===== config.mk =====
export PLATFORM = sky130hd
export DESIGN_NAME = dcc_track_bit_encoder_core
export DESIGN_NICKNAME = d
export VERILOG_FILES = /design/src/design/dccenc_pkg.sv /design/src/design/dccenc_frame_store.sv /design/src/design/dccenc_bit_engine.sv /design/src/design/dcc_track_bit_encoder_core.sv
export SDC_FILE = /design/constraint.sdc
export NUM_CORES = 1
export LEC_CHECK = 0
export ABC_AREA = 0
export BUFFER_PORTS_ARGS = -buffer_cell sky130_fd_sc_hd__clkbuf_2
export CAP_MARGIN = 30
export CORE_ASPECT_RATIO = 1.5
export CORE_MARGIN = 2
export CORE_UTILIZATION = 50
export DETAILED_ROUTE_END_ITERATION = 8
export PLACE_DENSITY = 0.67
export SLEW_MARGIN = 30
export SYNTH_ARGS = -nofsm -noshare
export SYNTH_HDL_FRONTEND = slang
export SYNTH_SLANG_ARGS = --single-unit

===== constraint.sdc =====
create_clock -name clk_i -period 4.42 [get_ports clk_i]
set_clock_uncertainty 0.15 [all_clocks]
set_input_delay 0.663 -clock clk_i [delete_from_list [all_inputs] [get_ports clk_i]]
set_output_delay 0.663 -clock clk_i [all_outputs]
set_load 0.005 [all_outputs]

===== src/design/dccenc_pkg.sv =====
package dccenc_pkg;

  localparam int unsigned MaxFrames = 16;
  localparam int unsigned FrameBits = 38;
  localparam int unsigned SlotW     = $clog2(MaxFrames);
  localparam int unsigned IdxW      = $clog2(MaxFrames + 1);
  localparam int unsigned PosW      = $clog2(FrameBits);

  localparam logic [FrameBits-1:0] IdleFrame = 38'h3FF7F801FF;
  localparam logic [IdxW-1:0]      IdleIdx   = IdxW'(MaxFrames);
  localparam logic [PosW-1:0]      LastPos   = PosW'(FrameBits - 1);

  typedef enum logic [1:0] {
    KIND_TICK      = 2'd0,
    KIND_WRITE     = 2'd1,
    KIND_COPY_DONE = 2'd2
  } kind_e;

  typedef struct packed {
    kind_e                kind;
    logic [SlotW-1:0]     slot;
    logic [FrameBits-1:0] frame_word;
  } in_item_t;

  typedef struct packed {
    logic            track_level;
    logic            copy_window;
    logic [IdxW-1:0] current_frame;
  } out_item_t;

  typedef struct packed {
    logic                 we;
    logic [SlotW-1:0]     slot;
    logic [FrameBits-1:0] word;
  } slot_wr_t;

endpackage


===== src/design/dccenc_frame_store.sv =====
module dccenc_frame_store (
  input  logic                           clk_i,
  input  logic                           rst_ni,
  input  dccenc_pkg::slot_wr_t           wr_i,
  input  logic [dccenc_pkg::IdxW-1:0]    rd_idx_i,
  output logic [dccenc_pkg::FrameBits-1:0] rd_word_o
);
  import dccenc_pkg::*;

  logic [FrameBits-1:0] slots_q [MaxFrames];
  logic [MaxFrames-1:0] valid_q;
  logic [SlotW-1:0]     rd_slot;

  always_ff @(posedge clk_i or negedge rst_ni) begin
    if (!rst_ni) begin
      valid_q <= '0;
    end else if (wr_i.we) begin
      valid_q[wr_i.slot] <= 1'b1;
    end
  end

  always_ff @(posedge clk_i) begin
    if (wr_i.we) begin
      slots_q[wr_i.slot] <= wr_i.word;
    end
  end

  assign rd_slot = rd_idx_i[SlotW-1:0];

  always_comb begin
    if (rd_idx_i >= IdleIdx || !valid_q[rd_slot]) begin
      rd_word_o = IdleFrame;
    end else begin
      rd_word_o = slots_q[rd_slot];
    end
  end

endmodule


===== src/design/dccenc_bit_engine.sv =====
module dccenc_bit_engine (
  input  logic                             clk_i,
  input  logic                             rst_ni,
  input  logic                             step_i,
  input  dccenc_pkg::in_item_t             item_i,
  input  logic [4:0]                       num_frames_i,
  input  logic [dccenc_pkg::FrameBits-1:0] rd_word_i,
  output logic [dccenc_pkg::IdxW-1:0]      rd_idx_o,
  output dccenc_pkg::slot_wr_t             wr_o,
  output dccenc_pkg::out_item_t            res_o
);
  import dccenc_pkg::*;

  logic [PosW-1:0] pos_q, pos_d;
  logic [1:0]      ticks_q, ticks_d;
  logic            level_q, level_d;
  logic [IdxW-1:0] idx_q, idx_d;
  logic            idle_q, idle_d;
  logic            cf_q, cf_d;
  logic [IdxW:0]   frame_cnt;
  logic [IdxW:0]   idx_inc;
  logic [1:0]      ticks_new;

  always_comb begin
    if (num_frames_i == '0) begin
      frame_cnt = (IdxW+1)'(1);
    end else if ({1'b0, num_frames_i} > (IdxW+1)'(MaxFrames)) begin
      frame_cnt = (IdxW+1)'(MaxFrames);
    end else begin
      frame_cnt = (IdxW+1)'(num_frames_i);
    end
  end

  assign idx_inc   = {1'b0, idx_q} + (IdxW+1)'(1);
  assign ticks_new = rd_word_i[pos_q] ? 2'd1 : 2'd2;
  assign rd_idx_o  = idx_q;

  always_comb begin
    pos_d   = pos_q;
    ticks_d = ticks_q;
    level_d = level_q;
    idx_d   = idx_q;
    idle_d  = idle_q;
    cf_d    = cf_q;
    wr_o    = '{we: 1'b0, slot: item_i.slot, word: item_i.frame_word};
    if (step_i) begin
      unique case (item_i.kind)
        KIND_TICK: begin
          if (ticks_q == 2'd0) begin
            ticks_d = ticks_new - 2'd1;
            if (!level_q) begin
              level_d = 1'b1;
            end else begin
              level_d = 1'b0;
              if (pos_q == '0) begin
                pos_d = LastPos;
                if (idle_q) begin
                  if (cf_q) begin
                    idle_d = 1'b0;
                    cf_d   = 1'b0;
                    idx_d  = '0;
                  end
                end else if (idx_inc >= frame_cnt) begin
                  idle_d = 1'b1;
                  idx_d  = IdleIdx;
                end else begin
                  idx_d = idx_inc[IdxW-1:0];
                end
              end else begin
                pos_d = pos_q - PosW'(1);
              end
            end
          end else begin
            ticks_d = ticks_q - 2'd1;
          end
        end
        KIND_WRITE: begin
          wr_o.we = 1'b1;
        end
        KIND_COPY_DONE: begin
          if (idle_q) begin
            cf_d = 1'b1;
          end
        end
        default: begin
        end
      endcase
    end
  end

  assign res_o = '{track_level: level_d, copy_window: idle_d, current_frame: idx_d};

  always_ff @(posedge clk_i or negedge rst_ni) begin
    if (!rst_ni) begin
      pos_q   <= LastPos;
      ticks_q <= '0;
      level_q <= 1'b0;
      idx_q   <= '0;
      idle_q  <= 1'b0;
      cf_q    <= 1'b0;
    end else begin
      pos_q   <= pos_d;
      ticks_q <= ticks_d;
      level_q <= level_d;
      idx_q   <= idx_d;
      idle_q  <= idle_d;
      cf_q    <= cf_d;
    end
  end

endmodule


===== src/design/dcc_track_bit_encoder_core.sv =====
// DCC track bit encoder. Each input transaction is a tick of one 58 us half
// period, a write of a frame slot, or a copy-done notice. Every transaction
// yields exactly one output transaction with the H-bridge level, the copy
// window flag and the index of the frame being sent (16 is the idle frame).
// Both channels use valid and ready. An input transaction is held in an input
// register, then the encoder logic updates its state and the result is held
// in an output register, and one transaction can be accepted in every cycle
// while the receiver does not stall. When the receiver stalls, the output
// register holds its result, the input register fills, and in_ready_o drops
// until out_ready_i returns. The frame count register is written through
// cfg_we_i and cfg_wdata_i and should only change while no transaction is in
// flight. Reset clears both registers, makes every slot read as the idle
// frame, sets the frame count to one and restarts at frame zero, bit 37, with
// the level low. No clearing pass is needed after reset.
module dcc_track_bit_encoder_core (
  input  logic                  clk_i,
  input  logic                  rst_ni,
  input  logic                  in_valid_i,
  output logic                  in_ready_o,
  input  dccenc_pkg::in_item_t  in_data_i,
  output logic                  out_valid_o,
  input  logic                  out_ready_i,
  output dccenc_pkg::out_item_t out_data_o,
  input  logic                  cfg_we_i,
  input  logic [4:0]            cfg_wdata_i
);
  import dccenc_pkg::*;

  logic                 in_valid_q;
  in_item_t             in_item_q;
  logic                 out_valid_q;
  out_item_t            out_item_q;
  logic [4:0]           num_frames_q;
  logic                 out_free;
  logic                 advance;
  logic [IdxW-1:0]      rd_idx;
  logic [FrameBits-1:0] rd_word;
  slot_wr_t             slot_wr;
  out_item_t            res;

  assign out_free   = !out_valid_q || out_ready_i;
  assign advance    = in_valid_q && out_free;
  assign in_ready_o = !in_valid_q || out_free;

  always_ff @(posedge clk_i or negedge rst_ni) begin
    if (!rst_ni) begin
      in_valid_q   <= 1'b0;
      out_valid_q  <= 1'b0;
      num_frames_q <= 5'd1;
    end else begin
      if (in_ready_o) begin
        in_valid_q <= in_valid_i;
      end
      if (out_free) begin
        out_valid_q <= in_valid_q;
      end
      if (cfg_we_i) begin
        num_frames_q <= cfg_wdata_i;
      end
    end
  end

  always_ff @(posedge clk_i) begin
    if (in_ready_o && in_valid_i) begin
      in_item_q <= in_data_i;
    end
    if (advance) begin
      out_item_q <= res;
    end
  end

  dccenc_bit_engine u_engine (
    .clk_i        (clk_i),
    .rst_ni       (rst_ni),
    .step_i       (advance),
    .item_i       (in_item_q),
    .num_frames_i (num_frames_q),
    .rd_word_i    (rd_word),
    .rd_idx_o     (rd_idx),
    .wr_o         (slot_wr),
    .res_o        (res)
  );

  dccenc_frame_store u_store (
    .clk_i     (clk_i),
    .rst_ni    (rst_ni),
    .wr_i      (slot_wr),
    .rd_idx_i  (rd_idx),
    .rd_word_o (rd_word)
  );

  assign out_valid_o = out_valid_q;
  assign out_data_o  = out_item_q;

endmodule


==> qor.csv <==
stage;metric;value;unit
sta;actual slew at the worst max-slew pin;970;ps
synthesis;Synth area leader;edfxtp_1;
sta;Fin. Hold Viols;0;
place;Final HPWL DP;38100;µm
global_route;Overflow after GRT;0;
clock_network;TritonCTS clock tree;yes;
routing;vias per cell;6.23;
routing;first-pass iteration count of the detailed router;5;
clock_network;hold_buf cts;1;
synthesis;Post-Syn Instances;1363;
routing;via count;13900;
global_route;vias in the first global route;14000;
worst_setup_path;critical path type;reg2reg;
synthesis;synth cell count leaders;edfxtp_1 (659), mux4_2 (105), mux2i_1 (103), nand2_1 (52), nor2_1 (39);
sta;fin crit share;0.808;
sta;RSZ-0062 raised after global routing;no;
worst_setup_path;crit path capture type;flip-flop;
routing;WL/cell;29.8;µm
clock_network;Num CTS Buffers;61;
status;status;finished, final reports clean;
clock_network;CTS H-tree depth;2;
cells_and_area;Syn-to-layout area delta;12.8;%
place;Final Wtd Congestion;0.881;
power_and_ir_drop;Pleak;9.75;nW
sta;fmax;280;MHz
worst_setup_path;Worst Path Required;4810;ps
global_route;initial antenna violation count;0;
synthesis;Syn Area/Cell;19.9;µm²
floorplanning;core area;53600;µm²
power_and_ir_drop;PwrDens;477;nW/µm²
synthesis;Yosys cell types;67;
clock_network;Clk pin slew, worst setup/hold paths;70;ps
synthesis;Post-synth EDFFs;659;
synthesis;top cell type's share of synthesized area;0.729;
synthesis;synthesized cell area;27200;µm²
floorplanning;chip height;289;µm
synthesis;ys flop type;edfxtp_1;
worst_setup_path;worst stage delay on the critical path;690;ps
routing;Post-Route WL;66300;µm
cells_and_area;Layout fillers;3915;
floorplanning;Starting Density;0.506;
synthesis;register area share after synthesis;0.765;
floorplanning;die area;56200;µm²
floorplanning;Rows;104;
sta;# setup viols final;0;
cells_and_area;Cell Count, Final, Fillers Out;2227;
synthesis;top-count cell post-synth;edfxtp_1;
place;placed cells;2113;
cells_and_area;Multi-input gate area;5960;µm²
clock_network;CTS root buf;clkbuf_16;
clock_network;clock latency at the later pin of the worst-skew pair;620;ps
worst_setup_path;CP top delay family;compound AO/OA/AOI/OAI gates;
worst_setup_path;buffers and inverters on the worst path;1;
sta;Pins Over Slew Limit;0;
cells_and_area;# diodes;0;
worst_setup_path;CP Cell Sequence;buf_4 -> mux4_1 -> a22o_1 -> a221oi_1 -> o22ai_1 -> nor4_1 -> or4_1 -> o211ai_1 -> o22ai_2;
global_route;first-pass GRT wire length;96800;µm
global_route;total track usage;0.238;
routing;DRC Markers;0;
cells_and_area;FF+latch area;20800;µm²
global_route;pin count of the biggest net entering global routing;46;
cells_and_area;nets@finish;1551;
min_path;Hold Path Class;in2reg;
clock_network;CTS max path bufs;3;
place;Port Buffer Count;62;
floorplanning;Die Wd;194;µm
routing;initial drt markers;1365;
worst_setup_path;CP max stage cell;dfrtp_4;
clock_network;postcts setup bufs;0;
floorplanning;I/O Pins;63;
routing;ANT nets after route;0;
synthesis;Ys Warns;0;
sta;setup tns final;0;ps
sta;Slew headroom;0.351;
flow_run;total of max-cap violations;0;
worst_setup_path;crit path launch type;flip-flop;
clock_network;post_cts resized;0;
synthesis;Synth Register Bits;698;
clock_network;CTS sink cnt;698;
worst_setup_path;Critical Path AT;3960;ps
cells_and_area;fraction of layout instances using a drive strength above 1;0.250;
power_and_ir_drop;VDD IR-drop max;0.311;mV
synthesis;syn_nets;1426;
synthesis;Synth async-reset ratio;0.0559;
synthesis;main area contributors after synthesis;edfxtp_1 (73%), mux4_2 (8.7%), mux2i_1 (3.8%);
worst_setup_path;CP max FO;45;
sta;min Tclk post-route;3570;ps
==> flip-flops by register name, summed over array words and instances (netlist names) <==
| register | cells |
|---|---|
| u_store.slots_q | 608 |
| in_item_q | 44 |
| u_store.valid_q | 16 |
| out_data_o | 7 |
| u_engine.pos_q | 6 |
| num_frames_q | 5 |
| u_engine.rd_idx_o | 5 |
| u_engine.ticks_q | 2 |
| in_valid_q | 1 |
| out_valid_o | 1 |
| u_engine.cf_q | 1 |
| u_engine.idle_q | 1 |
| u_engine.level_q | 1 |
==> power by group <==
part           internal (mW)  switching [mW]
clock network           3.22            2.34
registers               7.39           0.191
logic                  0.622           0.844
==> layer usage <==
metal / up-vias / GRT usage / wire length [µm]
met5: - / 0 / 0
met4: 0 / 0.0936 / 2650
met3: 151 / 0.0335 / 3850
met2: 570 / 0.413 / 34100
met1: 7284 / 0.308 / 25800
li1: 5866 / - / -
==> worst reg2reg max path, stage by stage, from the launching register on <==
cell	delay (ps)
dfrtp_4	690
buf_4	620
mux4_1	460
a22o_1	240
a221oi_1	570
o22ai_1	210
nor4_1	220
or4_1	160
o211ai_1	90
o22ai_2	100
==> final cells by class <==
cell class	count	share of cell area
clock inverter	32	0.0136
sequential	698	0.678
inverter	13	0.00159
multi-input combinational	586	0.195
timing repair buffer	128	0.0285
tap	689	0.0281
clock buffer	81	0.0553
==> logic make-up after synthesis <==
| group | share of synthesized area |
|---|---|
| buffers and inverters | 0.0206 |
| xor gates and xnor gates | 0.000968 |
| adders and majority gates | 0.00415 |
| DFF | 0.765 |
| muxes | 0.132 |
| AOI/OAI and AO/OA | 0.0449 |
| and+or+nand+nor | 0.0327 |
==> placed cells by master, fill, tap and decap left out, types with 6 or more instances in the layout <==
master	count
a21oi_1	18
a221oi_1	15
a22oi_1	21
buf_4	60
bufinv_16	9
clkbuf_1	12
clkbuf_16	62
clkbuf_2	61
clkbuf_8	7
clkinv_1	7
clkinv_2	9
dfrtp_1	31
edfxtp_1	659
ha_1	9
inv_1	11
mux2_2	9
mux2i_1	103
mux4_2	105
nand2_1	52
nand2b_1	9
nand3_1	17
nor2_1	27
nor2_4	12
nor3_1	10
nor4_1	6
o211ai_1	10
o21ai_0	26
o221ai_1	16
o22ai_1	16
or2_2	18
==> metrics by stage <==
step,setup slack (ps),hold WS (ps),instance area [µm²],util,power (mW)
2_1_floorplan,760,217,27200,-,8.73
5_1_grt,662,46.3,30600,0.571,15.0
6_report,848,61.6,30600,0.571,14.6
4_1_cts,838,31.9,30600,0.571,14.7
3_5_place_dp,863,298,28500,0.532,9.18
3_3_place_gp,888,295,28500,0.532,9.16
==> final timing paths <==
check	from	end	slack, ps	depth (start not counted)
max	u_engine.rd_idx_o[1]	u_engine.ticks_q[0]	850	9
min	in_data_i[17]	in_item_q[17]	60	1
max reg2reg	u_engine.rd_idx_o[1]	u_engine.ticks_q[0]	850	9
min reg2reg	u_store.valid_q[14]	u_store.valid_q[14]	310	1
max in group asynchronous	rst_ni	u_engine.rd_idx_o[1]	3150	2
min in group asynchronous	rst_ni	in_valid_q	480	2
(Power assumes the default switching activity.)
